===== config.mk =====
export PLATFORM = sky130hd
export DESIGN_NAME = aluf_back
export DESIGN_NICKNAME = d
export VERILOG_FILES = /design/src/hw/rtl/aluf_pkg.sv /design/src/hw/rtl/aluf_back.sv
export SDC_FILE = /design/constraint.sdc
export NUM_CORES = 1
export LEC_CHECK = 0
export ABC_AREA = 1
export BUFFER_PORTS_ARGS = -buffer_cell sky130_fd_sc_hd__buf_4
export CAP_MARGIN = 20
export CORE_UTILIZATION = 34
export CTS_BUF_LIST = sky130_fd_sc_hd__clkbuf_8
export CTS_CLUSTER_DIAMETER = 100
export CTS_CLUSTER_SIZE = 12
export DETAILED_ROUTE_END_ITERATION = 10
export PLACE_DENSITY = 0.8
export SLEW_MARGIN = 20
export SYNTH_ARGS = -nofsm -noshare
export SYNTH_HDL_FRONTEND = slang
export SYNTH_SLANG_ARGS = --single-unit

===== constraint.sdc =====
create_clock -name clock -period 1.4 [get_ports clock]
set_input_delay 0.14 -clock clock [delete_from_list [all_inputs] [get_ports clock]]
set_output_delay 0.14 -clock clock [all_outputs]
set_load 0.02 [all_outputs]

===== src/hw/rtl/aluf_pkg.sv =====
// shared types and constants of the alu with status flags
// no dependencies

package aluf_pkg;

   localparam int unsigned DataWidth = 32;
   localparam int unsigned CmdWidth  = 4;
   localparam int unsigned DivCells  = DataWidth;

   typedef enum logic [CmdWidth-1:0] {
      CMD_ADD  = 4'd0,
      CMD_SUB  = 4'd1,
      CMD_MUL  = 4'd2,
      CMD_UDIV = 4'd3,
      CMD_SDIV = 4'd4,
      CMD_AND  = 4'd5,
      CMD_OR   = 4'd6,
      CMD_XOR  = 4'd7,
      CMD_NOT  = 4'd8,
      CMD_SHL  = 4'd9,
      CMD_SHR  = 4'd10,
      CMD_CMP  = 4'd11,
      CMD_TST  = 4'd12
   } cmd_type;

   // one word in flight; for mul the product rides in rem (high) and quo (low)
   typedef struct packed {
      logic                 valid;
      logic [CmdWidth-1:0]  cmd;
      logic                 is_div;
      logic                 negate;
      logic [DataWidth-1:0] divisor;
      logic [DataWidth-1:0] rem;
      logic [DataWidth-1:0] quo;
      logic [DataWidth-1:0] res;
      logic                 wb;
      logic                 fu;
      logic                 carry;
      logic                 ovf;
      logic                 derr;
   } item_type;

endpackage


===== src/hw/rtl/aluf_back.sv =====
// last stage: quotient sign fix, product fold-in with its carry, zero and sign flags
// depends on aluf_pkg

module aluf_back (
   input  logic                           clock,
   input  logic                           reset,
   input  aluf_pkg::item_type             item_in,
   output logic                           strobe,
   output logic [aluf_pkg::DataWidth-1:0] result_value,
   output logic                           write_back,
   output logic                           flags_update,
   output logic                           zero_flag,
   output logic                           sign_flag,
   output logic                           carry_flag,
   output logic                           overflow_flag,
   output logic                           divide_error
);

   logic [aluf_pkg::DataWidth-1:0] res_in;
   logic                           zero_in;
   logic                           carry_in;
   logic                           strobe_ff;
   logic [aluf_pkg::DataWidth-1:0] res_ff;
   logic [6:0]                     bits_ff;

   always_comb begin
      res_in   = item_in.res;
      carry_in = item_in.carry;
      zero_in  = item_in.fu & (item_in.res == '0);
      if (item_in.is_div) begin
         res_in  = item_in.negate ? (~item_in.quo + 1'b1) : item_in.quo;
         zero_in = res_in == '0;
      end else if (item_in.cmd == aluf_pkg::CMD_MUL) begin
         res_in   = item_in.quo;
         carry_in = item_in.rem != '0;
         zero_in  = (item_in.rem == '0) && (item_in.quo == '0);
      end else if (item_in.cmd == aluf_pkg::CMD_ADD) begin
         zero_in = (item_in.res == '0) && !item_in.carry;
      end
   end

   always_ff @(posedge clock) begin
      if (reset) begin
         strobe_ff <= 1'b0;
      end else begin
         strobe_ff <= item_in.valid;
      end
   end

   always_ff @(posedge clock) begin
      res_ff  <= res_in;
      bits_ff <= {item_in.wb, item_in.fu, zero_in, carry_in, item_in.ovf,
                  item_in.derr, res_in[aluf_pkg::DataWidth-1]};
   end

   assign strobe        = strobe_ff;
   assign result_value  = res_ff;
   assign write_back    = bits_ff[6];
   assign flags_update  = bits_ff[5];
   assign zero_flag     = bits_ff[4];
   assign carry_flag    = bits_ff[3];
   assign overflow_flag = bits_ff[2];
   assign divide_error  = bits_ff[1];
   assign sign_flag     = bits_ff[0];

endmodule


==> flow_summary.ini <==
[power]
power.density_nw_per_um2 = 714
ir_worst_vdd_mv = 0.389
leakagePower_uw = 0.00257
p_total_uw = 3560

[detailed_routing]
wl_per_cell_microns = 15.0
drcViolationCount = 0
drt_iter0_markers = 262
viasPerCell = 5.02
dr.pass1.iters = 6
routed_wl_mm = 12.4
vias = 4138
ant_nets = 0

[run_status]
outcome = finished clean

[placement]
hpwl_mm = 10.3
io_buffers = 149
place_ws_ns = -0.318
routabilityCongestion = 0.965

[sta]
max_freq_ghz = 0.762
worst_pin_slew_ns = 0.332
timing.final.ws_setup_ns = 0.0873
drv_slew = 0
fin_crit_ns = 1.31
hold_violations = 0
fin_tns_setup_ns = 0
setup_viol = 0
fin_crit_sh_pct = 93.8
max-slew-margin-rel_pct = 77.7

[synthesis]
synth_top_family_by_area = simple AND/OR/NAND/NOR gates
synthesis.nets = 649
synthArstFlopShare_pct = 0
avgSynthCellArea_sq_um = 5.81
yosys.area_share.simple_pct = 48.7
muxShareOfSynthArea_pct = 0.384
yosysSeqAreaShare_pct = 26.6
yosys_warnings = 0
synthCells = 505
synth_seq_cells = 39
synth_xor_area_share_pct = 0.597
synth_area_sq_um = 2930
synth_compound_area_share_pct = 12.0
synth_edf_count = 0
synth_top_flop_cell = dfxtp_1
synth_cell_types = 29
synthAdderAreaFrac_pct = 0.853

[worst_setup_path]
path_max_fanout = 3
critical_path_required_ns = 1.65
setup.worst_path.start = item_in[49]
startpoint_type = input port
worstSetupPathType = in2reg
endpoint_kind = flop
critPathArrivalTime_ns = 1.56
critPathMostFrequentCell = nand2_1
crit_chain = buf_4 > nor2_2 > buf_4 > nand2_2 > nor2_4 > nand2_1 > nand2_1 > nand2_1 > nand2_1 > nand2_1 > nor2_1 > nand3_2 > nor2_1 > nand2_1 > nand2_1
slowest_delay_ns = 0.16
slowest_stage = nor2_2

[floorplan]
start_util_pct = 35.4
io_pins = 182
core_area_sq_um = 8300
die_w_microns = 94.9
die_h_microns = 94.9
num_rows = 33
die-area_sq_um = 9010

[clock_tree]
cts.sinks = 39
path_clk_slew_ns = 0.09
htreeDepth = 2
cts_buffers = 5
cts_tree = built
root_buffer = clkbuf_8
clock_path_buffers = 2

[global_route]
grt_max_degree = 23
met3_usage_pct = 3.78
grt-busiest-layer = met2
overflow = 0
antenna_found_initial = 0
grt.met1_usage_pct = 37.1
grt_usage_pct = 27.6
met2_usage_pct = 45.9
grt_pass1_wl_mm = 18.9
grt_pass1_vias = 3935

[layout]
ff_latch_area_sq_um = 781
syn_to_final_growth_pct = 69.9
fillers = 827
nNetsFinal = 863
multiInputGateArea_sq_um = 1990
diodes = 0
drive_gt1_share_pct = 40.0

[worst_hold_path]
worstHoldStart = item_in[139]
hold_path_class = in2reg

[flow_run]
maxCapViolCount = 0
[power by group]
| part | internal (uW) | switching (uW) | total (uW) |
|---|---|---|---|
| logic | 647 | 708 | 1360 |
| clock network | 531 | 435 | 966 |
| registers | 1210 | 27.0 | 1240 |
[cell type report]
class / instances / share of cell area, %
clock buffers: 5 / 1.38
repair buffers: 222 / 34.4
well taps: 105 / 2.64
flip-flops and latches: 39 / 15.7
clock inverters: 3 / 0.879
multi-input cells: 386 / 39.9
inverters: 65 / 5.07
[through the flow]
step | hold WS, ns | utilization (%) | instance area (sq um) | cells
2_1_floorplan | 0.168 | - | 2930 | 505
3_3_place_gp | 0.245 | 55.8 | 4630 | 810
3_5_place_dp | 0.247 | 55.8 | 4630 | 810
4_1_cts | 0.0337 | 57.8 | 4800 | 823
5_1_grt | 0.0682 | 60.0 | 4980 | 825
6_report | 0.0707 | 60.0 | 4980 | 825
[cell usage in the layout (no fill, tap or decap), types with 2 or more instances in the layout]
cell type / synthesis / final
buf_4: 3 / 212
nand2_1: 161 / 151
nor2_1: 88 / 69
inv_1: 61 / 57
nand3_1: 52 / 50
dfxtp_1: 39 / 39
o221ai_1: 21 / 21
nor2_2: 4 / 17
nand2_2: 8 / 16
nand4_1: 10 / 10
nor2_4: 3 / 9
o211ai_1: 9 / 9
o21ai_1: 4 / 6
nor4_1: 5 / 5
clkbuf_8: 0 / 5
dlygate4sd3_1: 0 / 5
nand2_4: 2 / 4
inv_2: 3 / 4
o21ai_0: 7 / 4
o21ai_2: 2 / 3
buf_6: 0 / 3
inv_4: 0 / 2
a21oi_2: 1 / 2
nand3_2: 0 / 2
xor2_1: 2 / 2
ha_4: 0 / 2
buf_12: 0 / 2
[cell usage after synthesis, types with 4 or more instances]
library cell  number  area [sq um]
nand2_2            8          50.1
dfxtp_1           39           781
o211ai_1           9          67.6
nor2_2             4          25.0
o221ai_1          21           184
o21ai_0            7          35.0
nor4_1             5          31.3
nand4_1           10          62.6
nand2_1          161           604
inv_1             61           229
clkbuf_1           6          22.5
nor2_1            88           330
o21ai_1            4          20.0
buf_2              5          25.0
nand3_1           52           260
[timing repair]
| item | CTS | global route |
|---|---|---|
| gates resized for setup | 1 | 56 |
| buffers inserted | 0 | 3 |
| hold endpoints to repair | 5 | 0 |
| pin swaps | 1 | 24 |
| setup endpoints to repair | 1 | 4 |
| hold buffers | 5 | 0 |
[kinds of logic (layout without fill, tap and decap cells)]
kind of cell,count (synthesis),in the layout
and+or+nand+nor,334,334
adders and majority gates,2,2
buffers and inverters,80,295
AOI/OAI and AO/OA,47,47
xor gates and xnor gates,2,2
DFF,39,39
muxes,1,1
[worst max-delay path: cells and delay by family]
family	cells	cell delay (ns)
buffers and inverters	2	0.26
and+or+nand+nor	13	1.16
[flip-flops by register name, indices dropped and copies added, names as in the netlist]
register	count
bits_ff	7
result_value	31
strobe	1
[layer usage]
layer,share of wire [%],vias to the layer above
met5,0,-
met4,1.3,0
met3,7.3,10
met2,47,213
met1,45,1853
li1,-,2062
[final timing paths]
check / endpoint / depth (start not counted)
worst max-delay path: bits_ff[4] / 15
worst min-delay path: strobe / 3
(Power assumes the default switching activity.)
