--- src/hw/rtl/aluf_pkg.sv ---
// shared types and constants of the alu with status flags
// no dependencies

package aluf_pkg;

   localparam int unsigned DataWidth = 32;
   localparam int unsigned CmdWidth  = 4;
   localparam int unsigned DivCells  = DataWidth;

   typedef enum logic [CmdWidth-1:0] {
      CMD_ADD  = 4'd0,
      CMD_SUB  = 4'd1,
      CMD_MUL  = 4'd2,
      CMD_UDIV = 4'd3,
      CMD_SDIV = 4'd4,
      CMD_AND  = 4'd5,
      CMD_OR   = 4'd6,
      CMD_XOR  = 4'd7,
      CMD_NOT  = 4'd8,
      CMD_SHL  = 4'd9,
      CMD_SHR  = 4'd10,
      CMD_CMP  = 4'd11,
      CMD_TST  = 4'd12
   } cmd_type;

   // one word in flight; for mul the product rides in rem (high) and quo (low)
   typedef struct packed {
      logic                 valid;
      logic [CmdWidth-1:0]  cmd;
      logic                 is_div;
      logic                 negate;
      logic [DataWidth-1:0] divisor;
      logic [DataWidth-1:0] rem;
      logic [DataWidth-1:0] quo;
      logic [DataWidth-1:0] res;
      logic                 wb;
      logic                 fu;
      logic                 carry;
      logic                 ovf;
      logic                 derr;
   } item_type;

endpackage

--- src/hw/rtl/aluf_div_cell.sv ---
// one restoring divider cell: one quotient bit per cell, word passed on
// depends on aluf_pkg

module aluf_div_cell (
   input  logic               clock,
   input  logic               reset,
   input  aluf_pkg::item_type item_in,
   output aluf_pkg::item_type item_out
);

   aluf_pkg::item_type item_next;
   aluf_pkg::item_type item_ff;
   logic [aluf_pkg::DataWidth+1:0] trial;

   always_comb begin
      item_next = item_in;
      trial = {1'b0, item_in.rem, item_in.quo[aluf_pkg::DataWidth-1]} -
              {2'b00, item_in.divisor};
      if (item_in.is_div) begin
         if (!trial[aluf_pkg::DataWidth+1]) begin
            item_next.rem = trial[aluf_pkg::DataWidth-1:0];
            item_next.quo = {item_in.quo[aluf_pkg::DataWidth-2:0], 1'b1};
         end else begin
            item_next.rem = {item_in.rem[aluf_pkg::DataWidth-2:0],
                             item_in.quo[aluf_pkg::DataWidth-1]};
            item_next.quo = {item_in.quo[aluf_pkg::DataWidth-2:0], 1'b0};
         end
      end
   end

   always_ff @(posedge clock) begin
      if (reset) begin
         item_ff <= '0;
      end else begin
         item_ff <= item_next;
      end
   end

   assign item_out = item_ff;

endmodule

--- config.mk ---
export PLATFORM = sky130hd
export DESIGN_NAME = aluf_div_cell
export DESIGN_NICKNAME = d
export VERILOG_FILES = /design/src/hw/rtl/aluf_pkg.sv /design/src/hw/rtl/aluf_div_cell.sv
export SDC_FILE = /design/constraint.sdc
export NUM_CORES = 1
export LEC_CHECK = 0
export ABC_AREA = 1
export ABC_CLOCK_PERIOD_IN_PS = 1900
export BUFFER_PORTS_ARGS = -buffer_cell sky130_fd_sc_hd__buf_4
export CAP_MARGIN = 20
export CORE_MARGIN = 2
export CORE_UTILIZATION = 45
export CTS_CLUSTER_DIAMETER = 150
export DETAILED_ROUTE_END_ITERATION = 10
export GPL_TIMING_DRIVEN = 0
export PLACE_DENSITY = 0.79
export SLEW_MARGIN = 20
export SYNTH_ARGS = -nofsm -noshare
export SYNTH_HDL_FRONTEND = slang
export SYNTH_SLANG_ARGS = --single-unit
--- constraint.sdc ---
create_clock -name clock -period 1.9 [get_ports clock]
set_input_delay 0.285 -clock clock [delete_from_list [all_inputs] [get_ports clock]]
set_output_delay 0.285 -clock clock [all_outputs]
set_load 0.1 [all_outputs]
==> run_results.csv <==
group,metric,value,unit
clocking,clock-sinks,140,
sta,finalCriticalPeriod,1.82,ns
die,row_count,46,
logic_synthesis,synthArstFlopShare,0,%
logic_synthesis,synth_edf_count,0,
setup_path,cp.depth,15,
power_and_ir_drop,swShare,40.7,%
setup_path,cp_slowest_stage_delay,0.37,ns
die,ios,282,
die,coreArea,15800,µm²
setup_path,worstPathCellList,"buf_4, inv_1, ha_2, nand2_1, nor2_2, nand2_2, nor2_4, nor2_8, buf_4, buf_4, nand3_1, nand2_1, inv_1, nand2_1, a21oi_1",
placement,dpl_cell_area,9640,µm²
logic_synthesis,netlist_instances,1113,
logic_synthesis,syn_area,7270,µm²
setup_path,worstSetupEndpointType,"register",
placement,place_hpwl,19200,µm
sta,rsz0062_at_grt,"yes",
sta,finalSetupViolCount,0,
final_layout,fin_nets,1594,
setup_path,worstSetupEndpoint,"item_out[94]$_SDFF_PP0_",
power_and_ir_drop,p_switching,4.02,mW
min_path,hp-class,"input pin to register",
drt,vias,8020,
clocking,clockBufferDepth,2,
final_layout,drive_gt1_share,29.1,%
clocking,cts_tree,"built",
sta,fmax,549,MHz
logic_synthesis,synth_ff_type,"dfxtp_1",
clocking,cts-root-buf,"clkbuf_16",
global_routing,track_usage,27.5,%
drt,postRouteAntennaNets,0,
final_layout,syn2layout_area_growth,46.5,%
power_and_ir_drop,p_per_area,926,nW/µm²
global_routing,grt_pass1_vias,7203,
sta,holdWs,0.0620,ns
logic_synthesis,yosys_warnings,0,
setup_path,crit_path_start_kind,"input pin",
setup_path,crit_slowest_cell,"ha_2",
power_and_ir_drop,power_frac_clock,32.3,%
logic_synthesis,synth_nets,1288,
sta,finalCritPeriodShare,95.9,%
setup_path,critPathKind,"input pin to register",
sta,drv_slew,0,
drt,wl,24800,µm
final_layout,largest_register_ffs,140,
setup_path,path_buf_inv,5,
final_layout,stdcell_area,10600,µm²
setup_path,crit_fanout,5,
die,die_w,131,µm
global_routing,grt_overflow,0,
clocking,numCtsBuffers,17,
logic_synthesis,synth.distinct_cells,41,
die,die-area,17200,µm²
final_layout,post-route-util,67.3,%
placement,io_buffer_count,279,
clocking,cts_hold_buf,0,
logic_synthesis,syn_avg_cell_area,6.53,µm²
setup_path,worstPathArrival,2.15,ns
placement,finalWeightedCongestion,1.02,
sta,tightestPinTransition,0.852,ns
global_routing,grt_pass1_wl,36100,µm
logic_synthesis,ys_seq_elements,140,
power_and_ir_drop,ir_worst_vdd,0.000583,V
setup_path,critPathLaunch,"item_in[128]",
outcome,status,"complete, no violations",
clocking,h-tree-depth,4,
clocking,path_clk_slew,0.06,ns
final_layout,antenna_cells,0,
die,start_util,45.9,%
drt,drc,0,
final_layout,fillers,1351,
power_and_ir_drop,internal-power,5.84,mW
drt,dr.pass1.iters,6,
drt,avgRoutedWirePerCell,15.0,µm
global_routing,grt_max_degree,17,
power_and_ir_drop,p_comb_share,35.4,%
setup_path,cp.required,2.23,ns
drt,drt_iter0_drc,660,
run,cap_viol_max_count,0,
sta,finalHoldViolCount,0,
sta,slew_headroom,43.0,%
setup_path,cp_top_family,"simple AND/OR/NAND/NOR gates",
logic_synthesis,yosysSeqAreaShare,38.6,%
power_and_ir_drop,seq_power_share,32.4,%
global_routing,antenna_found_initial,0,
die,fp.dieH,131,µm
power_and_ir_drop,p_leak,5.87,nW
drt,vias_per_cell,4.87,
[cells by family after synthesis]
| kind of cell | share of synthesized area (%) |
|---|---|
| AND/OR/NAND/NOR | 34.1 |
| buffers and inverters | 13.3 |
| flip-flops | 38.6 |
| AO/OA/AOI/OAI | 6.85 |
| adder cells (fa/ha/maj) | 5.78 |
| XOR/XNOR | 1.45 |
[power by group through the flow]
stage | logic [mW] | registers, mW | clock network (mW)
after floorplan | 0.968 | 4.70 | 0
after global placement | 3.27 | 3.25 | 0
after detailed placement | 3.29 | 3.26 | 0
after CTS | 3.32 | 3.19 | 3.22
after global routing | 3.69 | 3.21 | 3.37
final | 3.49 | 3.19 | 3.18
[area by class of cell]
cell class | instances | area, µm² | share of cell area, %
Tap cell | 216 | 270 | 2.54
Inverter | 209 | 785 | 7.37
Sequential cell | 140 | 2800 | 26.3
Multi-Input combinational cell | 730 | 3880 | 36.4
Clock buffer | 18 | 439 | 4.12
Clock inverter | 14 | 123 | 1.15
Buffer | 34 | 181 | 1.70
Timing Repair Buffer | 287 | 2170 | 20.4
[what timing repair did]
item                       4_1_cts  5_1_grt
pin swaps                        1        7
buffers inserted                 2        6
resized for setup                1       72
setup endpoints to repair        8       33
[layer usage]
| metal | share of wire, % | track usage, % |
|---|---|---|
| met3 | 9.3 | 5.88 |
| met4 | 2.6 | 9.95 |
| met2 | 50 | 48.5 |
| met5 | 0 | 0 |
| met1 | 38 | 33.1 |
[worst min-delay path by stage]
stage                     start  slack, ns  depth (start not counted)                 endpoint
finish               item_in[6]       0.06                          3   item_out[6]$_SDFF_PP0_
global placement    item_in[13]       0.48                          3  item_out[13]$_SDFF_PP0_
detailed placement   item_in[6]       0.49                          3   item_out[6]$_SDFF_PP0_
CTS                  item_in[6]       0.05                          3   item_out[6]$_SDFF_PP0_
floorplan            item_in[0]       0.39                          2   item_out[0]$_SDFF_PP0_
global route        item_in[12]       0.05                          3  item_out[12]$_SDFF_PP0_
[cells in the final DEF (no fill, tap or decap), drive strengths merged, types with 3 or more instances in the layout]
cell type  Yosys  final
nand4          9      9
inv          207    215
ha            32     32
xor2           9      9
nor2         187    187
nand3         61     61
xnor2          3      3
buf           18    305
o21ai         40     40
dfxtp        140    140
a31oi          6      6
or2            3      3
a21oi         34     34
clkbuf        16     34
nand2        320    320
clkinvlp       0      4
o21a           3      3
nand3b         8      8
clkinv         2      4
nor3           5      5
[Yosys cell counts (3+ instances only)]
cell type  number  area share, %
a21oi_1        32            2.2
a31oi_1         6           0.52
buf_1           5           0.26
buf_2           7           0.48
buf_6           6           0.93
clkbuf_1       16           0.83
dfxtp_1       140             39
ha_1           32            5.5
inv_1         200             10
inv_2           7           0.36
nand2_1       310             16
nand2_2         8           0.69
nand3_1        60            4.1
nand3b_1        8           0.83
nand4_1         9           0.77
nor2_1        182            9.4
nor2_4          3           0.46
nor3_1          4           0.28
o21a_1          3           0.31
o21ai_0        39            2.7
xnor2_1         3           0.36
xor2_1          9            1.1
[worst min-delay path, delay by kind of cell]
kind,cells,cell delay [ns]
buffers and inverters,2,0.10
AND/OR/NAND/NOR,1,0.06
[through the flow]
step / setup WS (ns) / TNS, ns / cells / total power [mW]
global route: -0.0707 / -0.121 / 1648 / 10.3
global placement: -0.456 / -11.83 / 1608 / 6.52
finish: 0.0784 / 0 / 1648 / 9.86
CTS: 0.00603 / 0 / 1642 / 9.72
detailed placement: -0.493 / -12.28 / 1608 / 6.55
floorplan: 0.0183 / 0 / 1113 / 5.67
No activity file was read; power rests on OpenSTA's default activity.
