`config.mk`:
```
export PLATFORM = sky130hd
export DESIGN_NAME = aluf_front
export DESIGN_NICKNAME = d
export VERILOG_FILES = /design/src/hw/rtl/aluf_pkg.sv /design/src/hw/rtl/aluf_front.sv
export SDC_FILE = /design/constraint.sdc
export NUM_CORES = 2
export LEC_CHECK = 0
export BUFFER_PORTS_ARGS = -buffer_cell sky130_fd_sc_hd__buf_2
export CAP_MARGIN = 5
export CORE_UTILIZATION = 33
export CTS_BUF_LIST = sky130_fd_sc_hd__clkbuf_8 sky130_fd_sc_hd__clkbuf_16
export DETAILED_ROUTE_END_ITERATION = 10
export PLACE_DENSITY_LB_ADDON = 0.25
export SLEW_MARGIN = 10
export SYNTH_ARGS = -nofsm -noshare
export SYNTH_HDL_FRONTEND = slang
export SYNTH_SLANG_ARGS = --single-unit
```
`constraint.sdc`:
```
create_clock -name clock -period 18.82 [get_ports clock]
set_input_delay 1.882 -clock clock [delete_from_list [all_inputs] [get_ports clock]]
set_output_delay 1.882 -clock clock [all_outputs]
set_load 0.005 [all_outputs]
```
`src/hw/rtl/aluf_pkg.sv`:
```
// shared types and constants of the alu with status flags
// no dependencies

package aluf_pkg;

   localparam int unsigned DataWidth = 32;
   localparam int unsigned CmdWidth  = 4;
   localparam int unsigned DivCells  = DataWidth;

   typedef enum logic [CmdWidth-1:0] {
      CMD_ADD  = 4'd0,
      CMD_SUB  = 4'd1,
      CMD_MUL  = 4'd2,
      CMD_UDIV = 4'd3,
      CMD_SDIV = 4'd4,
      CMD_AND  = 4'd5,
      CMD_OR   = 4'd6,
      CMD_XOR  = 4'd7,
      CMD_NOT  = 4'd8,
      CMD_SHL  = 4'd9,
      CMD_SHR  = 4'd10,
      CMD_CMP  = 4'd11,
      CMD_TST  = 4'd12
   } cmd_type;

   // one word in flight; for mul the product rides in rem (high) and quo (low)
   typedef struct packed {
      logic                 valid;
      logic [CmdWidth-1:0]  cmd;
      logic                 is_div;
      logic                 negate;
      logic [DataWidth-1:0] divisor;
      logic [DataWidth-1:0] rem;
      logic [DataWidth-1:0] quo;
      logic [DataWidth-1:0] res;
      logic                 wb;
      logic                 fu;
      logic                 carry;
      logic                 ovf;
      logic                 derr;
   } item_type;

endpackage

```
`src/hw/rtl/aluf_front.sv`:
```
// first stage: decode, add, sub, logic and shift ops, multiplier and divider setup
// depends on aluf_pkg

module aluf_front (
   input  logic                          clock,
   input  logic                          reset,
   input  logic                          accept,
   input  logic [aluf_pkg::CmdWidth-1:0]  cmd,
   input  logic [aluf_pkg::DataWidth-1:0] dest_value,
   input  logic [aluf_pkg::DataWidth-1:0] source_value,
   output aluf_pkg::item_type            item_out
);

   aluf_pkg::item_type item_in;
   aluf_pkg::item_type item_ff;
   logic [aluf_pkg::DataWidth:0]     sum;
   logic [aluf_pkg::DataWidth-1:0]   diff;
   logic [2*aluf_pkg::DataWidth-1:0] prod;
   logic [aluf_pkg::DataWidth:0]     shl_val;
   logic [aluf_pkg::DataWidth:0]     shr_val;
   logic [4:0]                       shamt;
   logic [aluf_pkg::DataWidth-1:0]   mag_a;
   logic [aluf_pkg::DataWidth-1:0]   mag_b;

   always_comb begin
      sum     = {1'b0, dest_value} + {1'b0, source_value};
      diff    = dest_value - source_value;
      prod    = {{aluf_pkg::DataWidth{1'b0}}, dest_value} *
                {{aluf_pkg::DataWidth{1'b0}}, source_value};
      shamt   = source_value[4:0];
      shl_val = {1'b0, dest_value} << shamt;
      shr_val = {dest_value, 1'b0} >> shamt;
      mag_a   = dest_value[aluf_pkg::DataWidth-1] ? (~dest_value + 1'b1) : dest_value;
      mag_b   = source_value[aluf_pkg::DataWidth-1] ? (~source_value + 1'b1) : source_value;

      item_in         = '0;
      item_in.valid   = accept;
      item_in.cmd     = cmd;
      item_in.wb      = 1'b1;
      item_in.fu      = 1'b1;
      unique case (cmd)
         aluf_pkg::CMD_ADD: begin
            item_in.res   = sum[aluf_pkg::DataWidth-1:0];
            item_in.carry = sum[aluf_pkg::DataWidth];
            item_in.ovf   = ~(dest_value[31] ^ source_value[31]) & (dest_value[31] ^ sum[31]);
         end
         aluf_pkg::CMD_SUB, aluf_pkg::CMD_CMP: begin
            item_in.res   = diff;
            item_in.carry = dest_value >= source_value;
            item_in.ovf   = (dest_value[31] ^ source_value[31]) & (dest_value[31] ^ diff[31]);
            item_in.wb    = cmd != aluf_pkg::CMD_CMP;
         end
         aluf_pkg::CMD_MUL: begin
            item_in.rem = prod[2*aluf_pkg::DataWidth-1:aluf_pkg::DataWidth];
            item_in.quo = prod[aluf_pkg::DataWidth-1:0];
         end
         aluf_pkg::CMD_UDIV, aluf_pkg::CMD_SDIV: begin
            if (source_value == '0) begin
               item_in.derr = 1'b1;
               item_in.wb   = 1'b0;
               item_in.fu   = 1'b0;
            end else if (cmd == aluf_pkg::CMD_SDIV) begin
               item_in.is_div  = 1'b1;
               item_in.negate  = dest_value[31] ^ source_value[31];
               item_in.divisor = mag_b;
               item_in.quo     = mag_a;
            end else begin
               item_in.is_div  = 1'b1;
               item_in.divisor = source_value;
               item_in.quo     = dest_value;
            end
         end
         aluf_pkg::CMD_AND, aluf_pkg::CMD_TST: begin
            item_in.res = dest_value & source_value;
            item_in.wb  = cmd != aluf_pkg::CMD_TST;
         end
         aluf_pkg::CMD_OR:  item_in.res = dest_value | source_value;
         aluf_pkg::CMD_XOR: item_in.res = dest_value ^ source_value;
         aluf_pkg::CMD_NOT: item_in.res = ~dest_value;
         aluf_pkg::CMD_SHL: begin
            item_in.res   = shl_val[aluf_pkg::DataWidth-1:0];
            item_in.carry = shl_val[aluf_pkg::DataWidth];
         end
         aluf_pkg::CMD_SHR: begin
            item_in.res   = shr_val[aluf_pkg::DataWidth:1];
            item_in.carry = shr_val[0];
         end
         default: begin
            item_in.wb = 1'b0;
            item_in.fu = 1'b0;
         end
      endcase
   end

   always_ff @(posedge clock) begin
      if (reset) begin
         item_ff <= '0;
      end else begin
         item_ff <= item_in;
      end
   end

   assign item_out = item_ff;

endmodule

```
==> flow_summary.toml <==
[finish]
fill_cells = 14240
design_area_um2 = 48860
largest_register_ffs = 140
fin_nets = 6764
syn_to_final_growth_pct = 7.324
layout-drive-gt1-share_pct = 8.687

[worst_hold_path]
hold_depth = 2
hp-class = "primary input to flip-flop"
min_from = "accept"
holdPathEnd = "item_out[139]"

[setup_path]
crit_path_end_kind = "flip-flop"
critPathMaxFanout = 45
startpoint_type = "primary input"
crit_type = "primary input to flip-flop"
critPathSlowestCell = "a31oi_1"
max_stage_delay_ns = 0.85
arrival_ns = 11.43
crit_path_frequent_cell = "fa_1"
worstPathRequired_ns = 19.24

[timing]
setup-tns-final_ns = 0
final.period_utilization_pct = 58.54
hold_viol = 0
setup_viol = 0
relSlewSlack_pct = 16.42
holdWs_ns = 1.560
max_freq_mhz = 90.76
rsz0062_at_grt = "false"
final_max_slew_viol_count = 0
finalCriticalPeriod_ns = 11.02
tightest_slew_ns = 1.254

[logic_synthesis]
synth_top_area_cell = "fa_1"
synth-edff-count = 0
syn_nets = 6789
synth_warnings = 0
yosys-top-cells-area = "fa_1, ha_1, inv_1, nor2_1, dfxtp_1"
synth.distinct_cells = 100
syn_area_per_cell_um2 = 8.343
yosysSeqAreaShare_pct = 6.156
netlist_instances = 5457
ys_async_sr_fraction_pct = 0
ys.flop_type = "dfxtp_1"
synth_commonest_cells = "inv_1, fa_1, nor2_1"
yosysTopAreaCellShare_pct = 39.44
synth_most_common_cell = "inv_1"
synth_seq_cells = 140
syn-cell-area_um2 = 45530

[clocking]
cts_setup_buffers = 0
htreeDepth = 4
clk_pin_slew_ns = 0.07
ctsResizeCount = 0
cts_buffer_depth = 2
cts-root-buf = "clkbuf_16"
cts_buffers = 17
cts_tree = "built"
numClockSinks = 140
cts_hold_buffers = 0

[floorplanning]
core.rowCount = 135
die-height_um = 373.4
dieArea_um2 = 139500
core-area_um2 = 136100
io_pins = 211
start_util_pct = 33.44
die_w_um = 373.4

[detailed_routing]
wl_um = 195600
drt-pass1-iter-count = 6
drc = 0
routed_via_density = 5.632
wl_per_cell_um = 27.06
drtAntennaViolNets = 0
route.vias.total = 40720
drt_iter0_drc = 4365

[global_routing]
grt_overflow = 0
grt_pass1_vias = 41610
grt_antenna_before_repair = 9
grt_start_max_net_pins = 73
grt_first_pass_wirelength_um = 288900
grt_use_total_pct = 28.25

[place]
placed_area_um2 = 48260
hpwl_um = 151000
place.gp.congestion = 0.9717
io_buffers = 210

[status]
status = "completed"

[flow_run]
cap_violations = 0
-- area by class of cell --
class / count / area [um2] / share of cell area (%)
Inverter: 973 / 3652 / 7.475
Timing Repair Buffer: 328 / 1942 / 3.974
Antenna cell: 3 / 7.507 / 0.01536
Sequential cell: 140 / 2803 / 5.736
Clock inverter: 14 / 158.9 / 0.3252
Tap cell: 1781 / 2228 / 4.561
Clock buffer: 18 / 439.2 / 0.8988
Multi-Input combinational cell: 3972 / 37630 / 77.02
-- placed cells by master (no fill, tap or decap), drive strengths merged, types with 13 or more instances in the layout --
master,n
buf,328
xnor2,105
nand2,530
a22oi,25
o22ai,51
o211ai,21
xor2,23
nand4,37
clkbuf,18
nor4,24
nand3,63
nor2,873
nor3,50
a211oi,27
ha,364
mux2i,47
o21a,17
a21oi,218
o221ai,14
dfxtp,140
a31oi,41
nor2b,21
and2,21
o21ai,118
mux4,46
nor3b,13
a221o,15
and3,22
fa,897
inv,956
o31ai,21
a21o,52
nand2b,19
o21bai,31
a221oi,32
clkinv,27
-- per-stage QoR --
step                      setup WS, ns  instances  utilization [%]
after floorplan                  8.743       5457                -
after global placement           7.364       7194            35.45
after detailed placement         7.405       7194            35.45
after CTS                        7.973       7226            35.88
after global routing             7.671       7228            35.89
final                            7.803       7229            35.89
-- how the worst max path moves through the flow --
stage / to / slack (ns) / cells past startpoint / from
6_report: item_out[97] / 7.80 / 25 / source_value[4]
4_1_cts: item_out[97] / 7.97 / 25 / source_value[4]
2_1_floorplan: item_out[98] / 8.74 / 29 / source_value[2]
5_1_grt: item_out[97] / 7.67 / 25 / source_value[4]
3_3_place_gp: item_out[97] / 7.36 / 25 / source_value[4]
3_5_place_dp: item_out[97] / 7.41 / 25 / source_value[4]
-- kinds of logic after synthesis --
| family | share of synthesized area (%) |
|---|---|
| fa+ha+maj | 49.45 |
| flops | 6.156 |
| buf+inv | 11.31 |
| mux | 3.531 |
| xor+xnor | 2.462 |
| compound gates | 11.34 |
| simple gates | 15.75 |
-- critical path, delay by kind of cell --
kind / cells / cell delay [ns]
adders and majority gates: 9 / 4.23
AOI/OAI and AO/OA: 7 / 3.23
buffers and inverters: 6 / 1.55
and+or+nand+nor: 2 / 0.24
xor gates and xnor gates: 1 / 0.24
-- per-layer routing --
metal | global-route usage (%) | routed length, um
met2 | 42.07 | 84680
met4 | 13.81 | 10490
met5 | 0.7204 | 154
met1 | 37.84 | 80320
met3 | 7.318 | 19970
Power is left out: the tool's default activity adds up to more than one toggle a clock period on the data nets, which glitch-free logic cannot reach.
